$ cat config.mk
export PLATFORM = sky130hd
export DESIGN_NAME = sgprm_ctrl
export DESIGN_NICKNAME = d
export VERILOG_FILES = /design/src/rtl/core/sgprm_pkg.sv /design/src/rtl/core/sgprm_ctrl.sv
export SDC_FILE = /design/constraint.sdc
export NUM_CORES = 1
export LEC_CHECK = 0
export BUFFER_PORTS_ARGS = -buffer_cell sky130_fd_sc_hd__buf_2
export CAP_MARGIN = 20
export CORE_AREA = 2 2 39 41
export CTS_CLUSTER_DIAMETER = 200
export DETAILED_ROUTE_END_ITERATION = 10
export DIE_AREA = 0 0 41 43
export MAX_ROUTING_LAYER = met4
export SYNTH_ARGS = -nofsm -noshare
export SYNTH_HDL_FRONTEND = slang
export SYNTH_SLANG_ARGS = --single-unit
$ cat constraint.sdc
create_clock -name clk -period 2.7 [get_ports clk]
set_input_delay 0.27 -clock clk [delete_from_list [all_inputs] [get_ports clk]]
set_output_delay 0.27 -clock clk [all_outputs]
set_load 0.005 [all_outputs]
$ cat src/rtl/core/sgprm_pkg.sv
// ----------------------------------------------------------------------------
// sgprm_pkg
// Shared types and constants for the stereo gain/pan ramp and peak meter core.
// ----------------------------------------------------------------------------
package sgprm_pkg;

  // sample and meter widths
  localparam int SAMPLE_BITS = 24;
  localparam int PEAK_W      = SAMPLE_BITS - 1;

  // configuration register widths
  localparam int VOL_W      = 18;
  localparam int PAN_W      = 16;
  localparam int LEN_W      = 13;
  localparam int DECAY_W    = 16;
  localparam int CFG_DATA_W = 18;
  localparam int CFG_IDX_W  = 2;

  // ramp arithmetic: gain is unsigned Q2.28, step is signed Q2.28
  localparam int RAMP_EXTRA = 12;
  localparam int GAIN_W     = VOL_W + RAMP_EXTRA;
  localparam int STEP_W     = GAIN_W + 1;
  localparam int PROD_W     = SAMPLE_BITS + STEP_W;
  localparam int RND_SHIFT  = 28;
  localparam int DIV_CNT_W  = $clog2(GAIN_W + 1);

  localparam logic [VOL_W-1:0]   UNITY_GAIN    = 18'd65536;
  localparam logic [LEN_W-1:0]   BLOCK_RESET   = 13'd256;
  localparam logic [DECAY_W-1:0] DECAY_RESET   = 16'hFFFF;
  localparam logic [PEAK_W-1:0]  PEAK_KEEP_MIN = 23'd9;

  typedef enum logic [CFG_IDX_W-1:0] {
    CFG_VOLUME = 2'd0,
    CFG_PAN    = 2'd1,
    CFG_BLOCK  = 2'd2,
    CFG_DECAY  = 2'd3
  } cfg_reg_t;

  typedef struct packed {
    logic signed [SAMPLE_BITS-1:0] left_in;
    logic signed [SAMPLE_BITS-1:0] right_in;
  } in_item_t;

  typedef struct packed {
    logic signed [SAMPLE_BITS-1:0] left_out;
    logic signed [SAMPLE_BITS-1:0] right_out;
    logic [PEAK_W-1:0]             meter_in_left;
    logic [PEAK_W-1:0]             meter_in_right;
    logic [PEAK_W-1:0]             meter_out_left;
    logic [PEAK_W-1:0]             meter_out_right;
    logic                          block_end;
  } out_item_t;

  // live configuration, block length already clamped to its legal range
  typedef struct packed {
    logic [VOL_W-1:0]        vol;
    logic signed [PAN_W-1:0] pan;
    logic [LEN_W-1:0]        len;
    logic [DECAY_W-1:0]      decay;
  } sgprm_cfg_t;

  typedef enum logic [2:0] {
    ST_IDLE,
    ST_PREP,
    ST_DIV_GO,
    ST_DIV_WAIT,
    ST_MUL,
    ST_RND,
    ST_FIN
  } sgprm_state_t;

  typedef struct packed {
    logic cap_in;   // latch input item
    logic prep;     // decay peaks, form start/end gains
    logic div_go;   // load ramp start, launch step dividers
    logic step_ld;  // take ramp steps from dividers
    logic mul;      // sample x gain
    logic rnd;      // round and saturate
    logic fin;      // meters, ramp advance, result register
  } sgprm_cmd_t;

  typedef struct packed {
    logic first_frame;
    logic div_busy;
  } sgprm_sts_t;

endpackage

$ cat src/rtl/core/sgprm_ctrl.sv
// ----------------------------------------------------------------------------
// sgprm_ctrl
// Frame sequencer: accept, block-start preparation, scale, deliver.
// ----------------------------------------------------------------------------
module sgprm_ctrl
  import sgprm_pkg::*;
(
  input  logic       clk,
  input  logic       rst_n,
  input  logic       in_valid,
  output logic       in_stall,
  output logic       out_valid,
  input  logic       out_stall,
  input  sgprm_sts_t sts,
  output sgprm_cmd_t cmd
);

  sgprm_state_t state_r, state_nxt;
  logic         out_valid_r, out_valid_nxt;

  always_ff @(posedge clk) begin
    if (!rst_n) begin
      state_r     <= ST_IDLE;
      out_valid_r <= 1'b0;
    end else begin
      state_r     <= state_nxt;
      out_valid_r <= out_valid_nxt;
    end
  end

  always_comb begin
    state_nxt     = state_r;
    cmd           = '0;
    in_stall      = 1'b1;
    out_valid_nxt = out_valid_r && out_stall;
    case (state_r)
      ST_IDLE: begin
        in_stall = 1'b0;
        if (in_valid) begin
          cmd.cap_in = 1'b1;
          state_nxt  = sts.first_frame ? ST_PREP : ST_MUL;
        end
      end
      ST_PREP: begin
        cmd.prep  = 1'b1;
        state_nxt = ST_DIV_GO;
      end
      ST_DIV_GO: begin
        cmd.div_go = 1'b1;
        state_nxt  = ST_DIV_WAIT;
      end
      ST_DIV_WAIT: begin
        if (!sts.div_busy) begin
          cmd.step_ld = 1'b1;
          state_nxt   = ST_MUL;
        end
      end
      ST_MUL: begin
        cmd.mul   = 1'b1;
        state_nxt = ST_RND;
      end
      ST_RND: begin
        cmd.rnd   = 1'b1;
        state_nxt = ST_FIN;
      end
      ST_FIN: begin
        // result register must be empty or emptying this cycle
        if (!out_valid_r || !out_stall) begin
          cmd.fin       = 1'b1;
          out_valid_nxt = 1'b1;
          state_nxt     = ST_IDLE;
        end
      end
      default: state_nxt = ST_IDLE;
    endcase
  end

  assign out_valid = out_valid_r;

endmodule

==> results of run 1 <==
critical path, delay by kind of cell (launching register included):
kind	cells	cell delay [ns]
buffers and inverters	1	0.11
DFF	1	0.57
and+or+nand+nor	3	0.49
how the worst max path moves through the flow:
stage             end       start  slack, ns
2_1_floorplan  cmd[6]  state_r[2]       1.56
3_3_place_gp   cmd[3]  state_r[0]       1.28
3_5_place_dp   cmd[3]  state_r[0]       1.25
4_1_cts        cmd[3]  state_r[0]       1.01
5_1_grt        cmd[3]  state_r[0]       0.88
6_report       cmd[3]  state_r[0]       1.03
area by class of cell:
cell class	instances	area, um2	area share [%]
Clock buffer	3	22.5	6.00
Inverter	1	3.75	1.00
Multi-Input combinational cell	26	179	47.7
Sequential cell	4	80.1	21.3
Tap cell	16	20.0	5.33
Timing Repair Buffer	14	70.1	18.7
power by group:
part           switching (mW)  internal [mW]  leakage, nW
logic                  0.0202         0.0333        0.133
clock network          0.0240         0.0497       0.0138
registers              0.0177         0.0658       0.0328
total                  0.0620          0.149        0.180
Yosys cell counts, drive strengths merged:
cell	count
a21boi	1
a21oi	3
and2	1
and3b	2
and4b	1
buf	3
dfxtp	4
inv	1
nand2	3
nor2	3
nor2b	1
nor3b	4
nor4b	1
o21ai	3
o21bai	1
o22a	1
or3	1
state kept, by name (all words and copies together) (netlist names):
| signal | flops |
|---|---|
| out_valid | 1 |
| state_r | 3 |
metal layers:
metal,global-route usage [%],up-vias,share of wire [%]
li1,-,152,-
met1,8.01,129,41
met2,12.2,10,53
met3,1.57,0,6.3
met4,8.00,0,0
met5,-,-,0
kinds of logic after synthesis:
logic type | synth area share (%)
and+or+nand+nor | 40.6
AOI/OAI and AO/OA | 21.8
DFF | 27.9
buffers and inverters | 9.60
metrics by stage:
stage	area [um2]	worst slack (ns)	instances	power [mW]
floorplan	287	1.56	34	0.123
global placement	353	1.28	61	0.138
detailed placement	353	1.25	61	0.139
CTS	375	1.01	64	0.213
global route	375	0.883	64	0.228
finish	375	1.03	64	0.211
==> summary.txt, run 1 <==
CTS
  • Num CTS Buffers: 3
  • Reg clk slew, reported paths: around 0.04 ns
  • Hold Buf Count CTS: 0
  • Post-CTS sizing: 0
  • H-tree depth: 1
  • Clk_lat worst skew: between 0.2 and 0.25 ns
  • # Post-CTS Setup Buffers: 0
  • Root Driver: clkbuf_4
  • Longest Clk Path Bufs: 2
  • Clk sink count: 4
  • CTS tree: yes

Critical path
  • Reg2Reg Capture Point: state_r[1]
  • Worst path cell trace: nor2b_1 -> nand2_1 -> nor2_1 -> buf_2
  • Crit end category: output port
  • WS Path Type: reg -> out
  • Critical path arrival: ~1.4 ns
  • CP max stage cell: dfxtp_1
  • Worst r2r path cells: 3
  • Reg-to-Reg Start: state_r[0]
  • Crit start category: flop
  • Worst R2R Setup Slack: between 1 and 1.5 ns
  • CP max FO: 14
  • Required @ worst endpoint: roughly 2.4 ns
  • Worst path max stage delay: between 0.5 and 0.6 ns

STA
  • Total negative slack: 0 ns
  • Final setup vio count: 0
  • Hold WS: approximately 0.28 ns
  • Clock Skew: 0.000815 ns
  • Fin crit share: roughly three fifths
  • Fmax: about 0.60 GHz
  • Slew @ Worst Pin: ~0.42 ns
  • Minimum clock period: about 1.7 ns
  • Unrepaired setup endpoints after global routing: no
  • Final Hold Fails: 0
  • Pins Over Slew Limit: 0
  • Slew headroom: 72.1%

Min path
  • HP Class: in -> reg
  • Hold_sp: rst_n
  • Hold Crit Depth: 2
  • WHS Endpoint: out_valid

Placement
  • Routability cong.: approximately 0.7
  • HPWL after DPL: around 480 um
  • I/O Buffers: 14

Yosys
  • Register area share after synthesis: 27.9%
  • Synth warn: 0
  • Largest area contributor in the netlist: dfxtp_1
  • Share of the synthesized area in the top cell type: between 20 and 30%
  • Mapped cell area: between 200 and 300 um2
  • Mapped Cells: 34
  • Mean Syn Cell Area: ~8.4 um2
  • Yosys reg bits: 4
  • Top post-synthesis cells by area: dfxtp_1 28%, nor3b_1 10%, o21ai_0 5.2%
  • Cell variety after synth: 22
  • Syn nets: 40

Layout
  • Layout fillers: ~160
  • Area growth syn-to-layout: 31.0%
  • Commonest non-fill, non-tap cell in the layout: buf_2
  • Share of layout cells above drive strength 1: a little under half
  • Nets@finish: 56
  • Most frequent cells in the layout: 14 x buf_2, 4 x nor3b_1, 4 x dfxtp_1
  • # diodes: 0
  • Post-layout util: approximately 27%

Floorplanning
  • Starting Density: about a fifth
  • Die Y: around 43 um
  • DIE AREA: ~1800 um2
  • Core Footprint: about 1400 um2
  • Num ports: 15
  • Die Wd: ~41 um
  • Row cnt: 14

Power
  • P per Cell Area: 562 nW/um2
  • LEAKAGE: roughly 0.18 nW
  • VDD IR-drop max: around 150 uV

Route
  • Post-route DRC violation count: 0
  • Via count: 291
  • Drt via density: ~4.5
  • Pre-antenna DRT Iters: 3
  • Routed wire length per instance: between 9 and 10 um
  • Total Routed Length: ~620 um
  • DRT iter0 DRCs: 1
  • Antenna Nets Post-Route: 0

GRT
  • Aggregate global routing overflow: 0
  • First-pass GRT wire length: 924 um
  • Vias in the first global route: approximately 240
  • Largest net degree at the start of global routing: 15
  • GRT Total Usage: just over 8%
  • Initial antenna violation count: 0

Flow run
  • Max_cap viols: 0

Status
  • Status: finished, final reports clean
Note: power is estimated with default switching activity, not from simulation.
==> run 2: changes to the inputs <==
--- a/config.mk
+++ b/config.mk
@@ -5,6 +5,7 @@
 export SDC_FILE = /design/constraint.sdc
 export NUM_CORES = 1
 export LEC_CHECK = 0
+export ABC_AREA = 1
 export BUFFER_PORTS_ARGS = -buffer_cell sky130_fd_sc_hd__buf_2
 export CAP_MARGIN = 20
 export CORE_AREA = 2 2 39 41
==> constraint.sdc (replaced) <==
create_clock -name clk -period 1.5 [get_ports clk]
set_input_delay 0.15 -clock clk [delete_from_list [all_inputs] [get_ports clk]]
set_output_delay 0.15 -clock clk [all_outputs]
set_load 0.005 [all_outputs]
==> summary.txt, run 2 <==
Min path
  • HP Class: in -> reg
  • Hold_sp: rst_n

CTS
  • H-tree depth: 1 (unchanged)
  • Reg clk slew, reported paths: 0.04 ns (about the same)
  • Clk sink count: 4 (unchanged)
  • Longest Clk Path Bufs: 2 (unchanged)
  • Num CTS Buffers: 3 (unchanged)
  • Root Driver: clkbuf_4
  • Clk_lat worst skew: 0.23 ns (about the same)
  • CTS tree: yes
  • # Post-CTS Setup Buffers: 0 (unchanged)

GRT
  • Most Crowded Layer GR: met2
  • Met2 Use GR: 15.6% (+3.4 points)
  • Initial antenna violation count: 0 (unchanged)
  • Vias in the first global route: 319 (+32%)
  • M3 GR Usage: 3.14% (+1.6 points)
  • GRT Total Usage: 10.2% (+2.0 points)
  • Largest net degree at the start of global routing: 10 (-5)
  • First-pass GRT wire length: 1180 um (+28%)
  • Grt met1 use: 10.9% (+2.8 points)
  • Aggregate global routing overflow: 0 (unchanged)

Route
  • Pre-antenna DRT Iters: 4 (+1)
  • Post-route DRC violation count: 0 (unchanged)
  • Antenna Nets Post-Route: 0 (unchanged)
  • Via count: 359 (+23%)
  • Routed wire length per instance: 8.08 um (-16%)
  • DRT iter0 DRCs: 5 (+4)
  • Drt via density: 4.22 (-7.1%)
  • Total Routed Length: 687 um (+11%)

STA
  • Fmax: just under 0.8 GHz
  • Final setup vio count: 0 (unchanged)
  • Minimum clock period: around 1.3 ns
  • Final Hold Fails: 0 (unchanged)
  • Clock Skew: 0.00315 ns (+0.00233 ns)
  • Slew headroom: 82.0% (+9.9 points)
  • Slew @ Worst Pin: 0.270 ns (-0.148 ns)
  • Total negative slack: 0 ns (unchanged)
  • Unrepaired setup endpoints after global routing: no
  • Fin crit share: between 80% and 90%
  • Pins Over Slew Limit: 0 (unchanged)

Power
  • Flop pwr share: 29.3% (-10 points)
  • P per Cell Area: 1890 nW/um2 (+240%)
  • Net Sw Frac: 45.7% (+16 points)
  • Power share of the combinational group: 53.3% (+28 points)
  • Int Power: 0.414 mW (+180%)
  • Psw: 0.349 mW (+460%)
  • Clock network power share: 17.5% (-18 points)
  • LEAKAGE: 0.262 nW (+45%)
  • VDD IR-drop max: 696 uV (+380%)

Critical path
  • Crit start category: flop
  • Worst R2R Setup Slack: 0.39 ns (-1.09 ns)
  • Reg-to-Reg Start: state_r[0]
  • WS Path Type: reg -> out
  • Crit end category: output port
  • Required @ worst endpoint: 1.35 ns (-1.08 ns)
  • CP max FO: 5 (-9)
  • Start point of the critical path: state_r[2]
  • Critical path arrival: 1.13 ns (-0.27 ns)

Flow run
  • Max_cap viols: 0 (unchanged)

Yosys
  • Register area share after synthesis: 26.6% (-1.4 points)
  • Most common cell in the synthesized netlist: nand2_1
  • Yosys reg bits: 4 (unchanged)
  • Async set-reset flop share out of synthesis: 0% (unchanged)
  • Top post-synthesis cells by area: dfxtp_1 27%, nand2_1 17%, inv_1 11%
  • Largest area contributor in the netlist: dfxtp_1
  • Mean Syn Cell Area: 5.69 um2 (-32%)
  • Mapped Cells: 53 (+56%)
  • Share of the synthesized area in the top cell type: 26.6% (-1.4 points)
  • XOR/XNOR Fraction of Synth Area: 0% (unchanged)
  • Post-Synth Adder-Cell Area: 0% (unchanged)
  • Mux cell area share after synthesis: 0% (unchanged)
  • Compound-Gate Fraction of Synth Area: 8.71% (-13 points)
  • Mapped cell area: 302 um2 (+5.2%)
  • Post-Synth Simple-Gate Area: 47.3% (+6.7 points)
  • Most frequent cells after synthesis: 14 x nand2_1, 9 x inv_1, 8 x nor2_1
  • Syn nets: 59 (+48%)
  • Synth warn: 0 (unchanged)
  • Cell variety after synth: 16 (-27%)
  • Post-synth top flop: dfxtp_1
  • Largest family of logic cells by synthesized area: simple AND/OR/NAND/NOR gates
  • Post-synth EDFFs: 0 (unchanged)

Placement
  • I/O Buffers: 14 (unchanged)
  • Routability cong.: 0.790 (+13%)
  • Placed cells: 82 (+34%)
  • HPWL after DPL: 572 um (+19%)

Floorplanning
  • DIE AREA: 1760 um2 (unchanged)
  • Die Wd: 41 um (unchanged)
  • Row cnt: 14 (unchanged)
  • Die Y: 43 um (unchanged)
  • Num ports: 15 (unchanged)
  • Core Footprint: 1380 um2 (unchanged)
  • Starting Density: 21.8% (+1.1 points)

Layout
  • # diodes: 0 (unchanged)
  • Register area: 81.3 um2 (+1.6%)
  • Layout fillers: 155 (unchanged)
  • Most frequent cells in the layout: 14 x nand2_1, 14 x buf_2, 9 x inv_1
  • Post-layout util: 29.2% (+2.1 points)
  • Fin cells: 85 (+33%)
  • Share of layout cells above drive strength 1: 34.8% (-13 points)
  • Max reg flops: 3 (unchanged)
  • Nets@finish: 77 (+38%)
  • Area growth syn-to-layout: 34.0%
  • Multi-input gate area: 169 um2 (-5.6%)
  • Largest Register: state_r

Status
  • Status: finished, final reports clean
run 2: worst max-delay path: stages, from the launching register on:
cell     delay, ns
dfxtp_1       0.42
nand2_1       0.12
nor2_2        0.11
inv_1         0.06
nor2_1        0.08
buf_2         0.11
run 2: final timing paths:
kind                      to  cells after the start
setup / recovery      cmd[0]                      5
hold / removal    state_r[2]                      3
setup reg to reg  state_r[1]                      5
hold reg to reg    out_valid                      2
run 2: cell families (layout without fill, tap and decap cells):
logic type | count (synthesis) | count (layout)
flops | 4 | 4
simple gates | 32 | 32
compound gates | 5 | 5
buf+inv | 12 | 28
run 2: power groups by stage:
| stage | Clock [mW] | Sequential (mW) | Combinational, mW |
|---|---|---|---|
| 2_1_floorplan | 0 | 0.184 | 0.337 |
| 3_3_place_gp | 0 | 0.219 | 0.408 |
| 3_5_place_dp | 0 | 0.222 | 0.410 |
| 4_1_cts | 0.142 | 0.220 | 0.412 |
| 5_1_grt | 0.151 | 0.235 | 0.466 |
| 6_report | 0.133 | 0.223 | 0.406 |
run 2: layout make-up:
cell class,instances,area share [%]
Multi-Input combinational cell,37,41.8
Clock buffer,3,5.57
Sequential cell,4,20.1
Inverter,11,10.2
Timing Repair Buffer,14,17.3
Tap cell,16,4.95
run 2: metrics by stage:
stage | worst slack, ns | hold slack (ns) | power (mW) | instance area [um2]
finish | 0.222 | 0.160 | 0.762 | 404
floorplan | 0.511 | 0.276 | 0.521 | 302
global placement | 0.349 | 0.395 | 0.627 | 380
global route | 0.117 | 0.167 | 0.853 | 404
detailed placement | 0.313 | 0.400 | 0.631 | 380
CTS | 0.0816 | 0.149 | 0.774 | 403
run 2: timing repair:
item,in CTS,in global routing
gates resized for setup,0,1
hold buffers,0,0
setup endpoints to repair,0,1
endpoints found under the hold margin,0,0
run 2: per-layer routing:
| layer | part of all wire [%] | vias to the layer above |
|---|---|---|
| li1 | - | 195 |
| met5 | 0 | - |
| met2 | 53 | 13 |
| met3 | 6.8 | 0 |
| met4 | 0 | 0 |
| met1 | 40 | 151 |
==> run 3: changes to the inputs <==
==> constraint.sdc (replaced) <==
create_clock -name clk -period 1.5 [get_ports clk]
set_input_delay 0 -clock clk [delete_from_list [all_inputs] [get_ports clk]]
set_output_delay 0 -clock clk [all_outputs]
set_load 0.005 [all_outputs]
==> summary.txt, run 3 (synthesis gave the netlist of run 2 again) <==
CTS
  • H-tree depth: 1 (unchanged)
  • Clk sink count: 4 (unchanged)
  • Longest Clk Path Bufs: 2 (unchanged)
  • Post-CTS sizing: 0 (unchanged)
  • CTS tree: yes
  • Clk_lat worst skew: 0.23 ns (about the same)
  • Num CTS Buffers: 3 (unchanged)
  • Root Driver: clkbuf_4
  • Reg clk slew, reported paths: 0.04 ns (about the same)
  • Hold Buf Count CTS: 1 (+1)
  • # Post-CTS Setup Buffers: 0 (unchanged)

Placement
  • DP Worst Slack: 0.313 ns (unchanged)
  • Placed cells: 82 (unchanged)
  • Routability cong.: 0.790 (unchanged)
  • I/O Buffers: 14 (unchanged)
  • HPWL after DPL: 572 um (unchanged)

Floorplanning
  • Num ports: 15 (unchanged)
  • Row cnt: 14 (unchanged)
  • Die Wd: 41 um (unchanged)
  • Core Footprint: 1380 um2 (unchanged)
  • Die Y: 43 um (unchanged)
  • Starting Density: 21.8% (unchanged)
  • DIE AREA: 1760 um2 (unchanged)

STA
  • Fin crit share: 82.6% (-2.6 points)
  • Slew headroom: 78.9% (-3.1 points)
  • Total negative slack: 0 ns (unchanged)
  • Final Hold Fails: 0 (unchanged)
  • Slew @ Worst Pin: 0.316 ns (+0.0464 ns)
  • Pins Over Slew Limit: 0 (unchanged)
  • Clock Skew: 0.00281 ns (-0.000341 ns)
  • Unrepaired setup endpoints after global routing: no
  • Final setup vio count: 0 (unchanged)
  • Worst setup margin: 0.262 ns (+0.0392 ns)
  • Minimum clock period: 1.24 ns (-0.0392 ns)
  • Fmax: 0.808 GHz (+3.2%)

Critical path
  • Start point of the critical path: state_r[1]
  • Crit end category: output port
  • Worst R2R Setup Slack: 0.31 ns (-0.08 ns)
  • Critical path arrival: 1.24 ns (+0.11 ns)
  • CP max FO: 9 (+4)
  • Worst r2r path cells: 7 (+2)
  • WS Path Type: reg -> out
  • Critical path endpoint: cmd[0]
  • Reg-to-Reg Start: state_r[1]
  • Required @ worst endpoint: 1.50 ns (+0.15 ns)
  • Reg2Reg Capture Point: state_r[0]
  • Crit start category: flop

Power
  • Int Power: 0.412 mW (-0.39%)
  • VDD IR-drop max: 682 uV (-1.9%)
  • P per Cell Area: 1840 nW/um2 (-2.3%)
  • Power share of the combinational group: 53.6% (+0.3 points)
  • Net Sw Frac: 45.9% (+0.14 points)
  • Flop pwr share: 28.9% (-0.4 points)
  • Clock network power share: 17.5% (about the same)
  • Psw: 0.349 mW (+0.17%)
  • LEAKAGE: 0.266 nW (+1.4%)

Layout
  • Fin cells: 86 (+1.2%)
  • Layout fillers: 155 (unchanged)
  • Nets@finish: 78 (+1.3%)
  • # diodes: 0 (unchanged)
  • Most frequent cells in the layout: 14 x nand2_1, 14 x buf_2, 9 x inv_1
  • Area growth syn-to-layout: 36.9%
  • Largest Register: state_r
  • Share of layout cells above drive strength 1: 32.9% (-1.9 points)
  • Max reg flops: 3 (unchanged)

Flow run
  • Max_cap viols: 0 (unchanged)

GRT
  • Vias in the first global route: 331 (+3.8%)
  • Aggregate global routing overflow: 0 (unchanged)
  • Largest net degree at the start of global routing: 10 (unchanged)
  • Initial antenna violation count: 0 (unchanged)
  • First-pass GRT wire length: 1210 um (+2.4%)
  • GRT Total Usage: 10.4% (+0.21 points)

Route
  • Via count: 363 (+1.1%)
  • Drt via density: 4.22 (about the same)
  • Post-route DRC violation count: 0 (unchanged)
  • Total Routed Length: 696 um (+1.3%)
  • Antenna Nets Post-Route: 0 (unchanged)
  • Pre-antenna DRT Iters: 4 (unchanged)
  • Routed wire length per instance: 8.09 um (+0.13%)
  • DRT iter0 DRCs: 5 (unchanged)

Min path
  • HP Class: in -> reg

Status
  • Status: finished, final reports clean
## run 3: layer usage
layer  vias up  GRT usage, %  part of all wire [%]
met3         0          3.14                   6.3
met4         0          6.00                     0
met1       153          10.9                    40
met5         -             -                     0
met2        13          16.3                    54
li1        197             -                     -
## run 3: worst min-delay path by stage
| stage | start | to | slack, ns | cells after the start |
|---|---|---|---|---|
| 2_1_floorplan | sts[0] | cmd[3] | 0.03 | 1 |
| 4_1_cts | out_stall | out_valid | 0.03 | 3 |
| 6_report | out_stall | out_valid | 0.04 | 3 |
| 5_1_grt | out_stall | out_valid | 0.06 | 3 |
| 3_3_place_gp | sts[0] | cmd[3] | 0.24 | 3 |
| 3_5_place_dp | sts[0] | cmd[3] | 0.24 | 3 |
## run 3: critical path: stages (launching register included)
cell and delay, ns:
dfxtp_1 0.49, nand2_1 0.14, nor2_2 0.12, inv_1 0.06, nor2_1 0.08, buf_2 0.11
## run 3: area by class of cell
type / count / area [um2] / share of cell area, %
repair buffers: 15 / 80.1 / 19.4
well taps: 16 / 20.0 / 4.85
inverters: 11 / 41.3 / 10.0
clock buffers: 3 / 22.5 / 5.45
flip-flops and latches: 4 / 80.1 / 19.4
multi-input cells: 37 / 169 / 40.9
## run 3: metrics by stage
step	area (um2)	utilization, %	power, mW	hold WS [ns]
2_1_floorplan	302	-	0.521	0.0311
3_3_place_gp	380	27.5	0.627	0.237
3_5_place_dp	380	27.5	0.631	0.237
4_1_cts	413	29.8	0.776	0.0269
5_1_grt	413	29.8	0.851	0.0650
6_report	413	29.8	0.761	0.0385
## run 3: power groups by stage
stage	logic, mW	clock network [mW]	registers, mW
5_1_grt	0.468	0.151	0.232
4_1_cts	0.414	0.142	0.220
3_3_place_gp	0.408	0	0.219
2_1_floorplan	0.337	0	0.184
6_report	0.408	0.133	0.220
3_5_place_dp	0.410	0	0.222
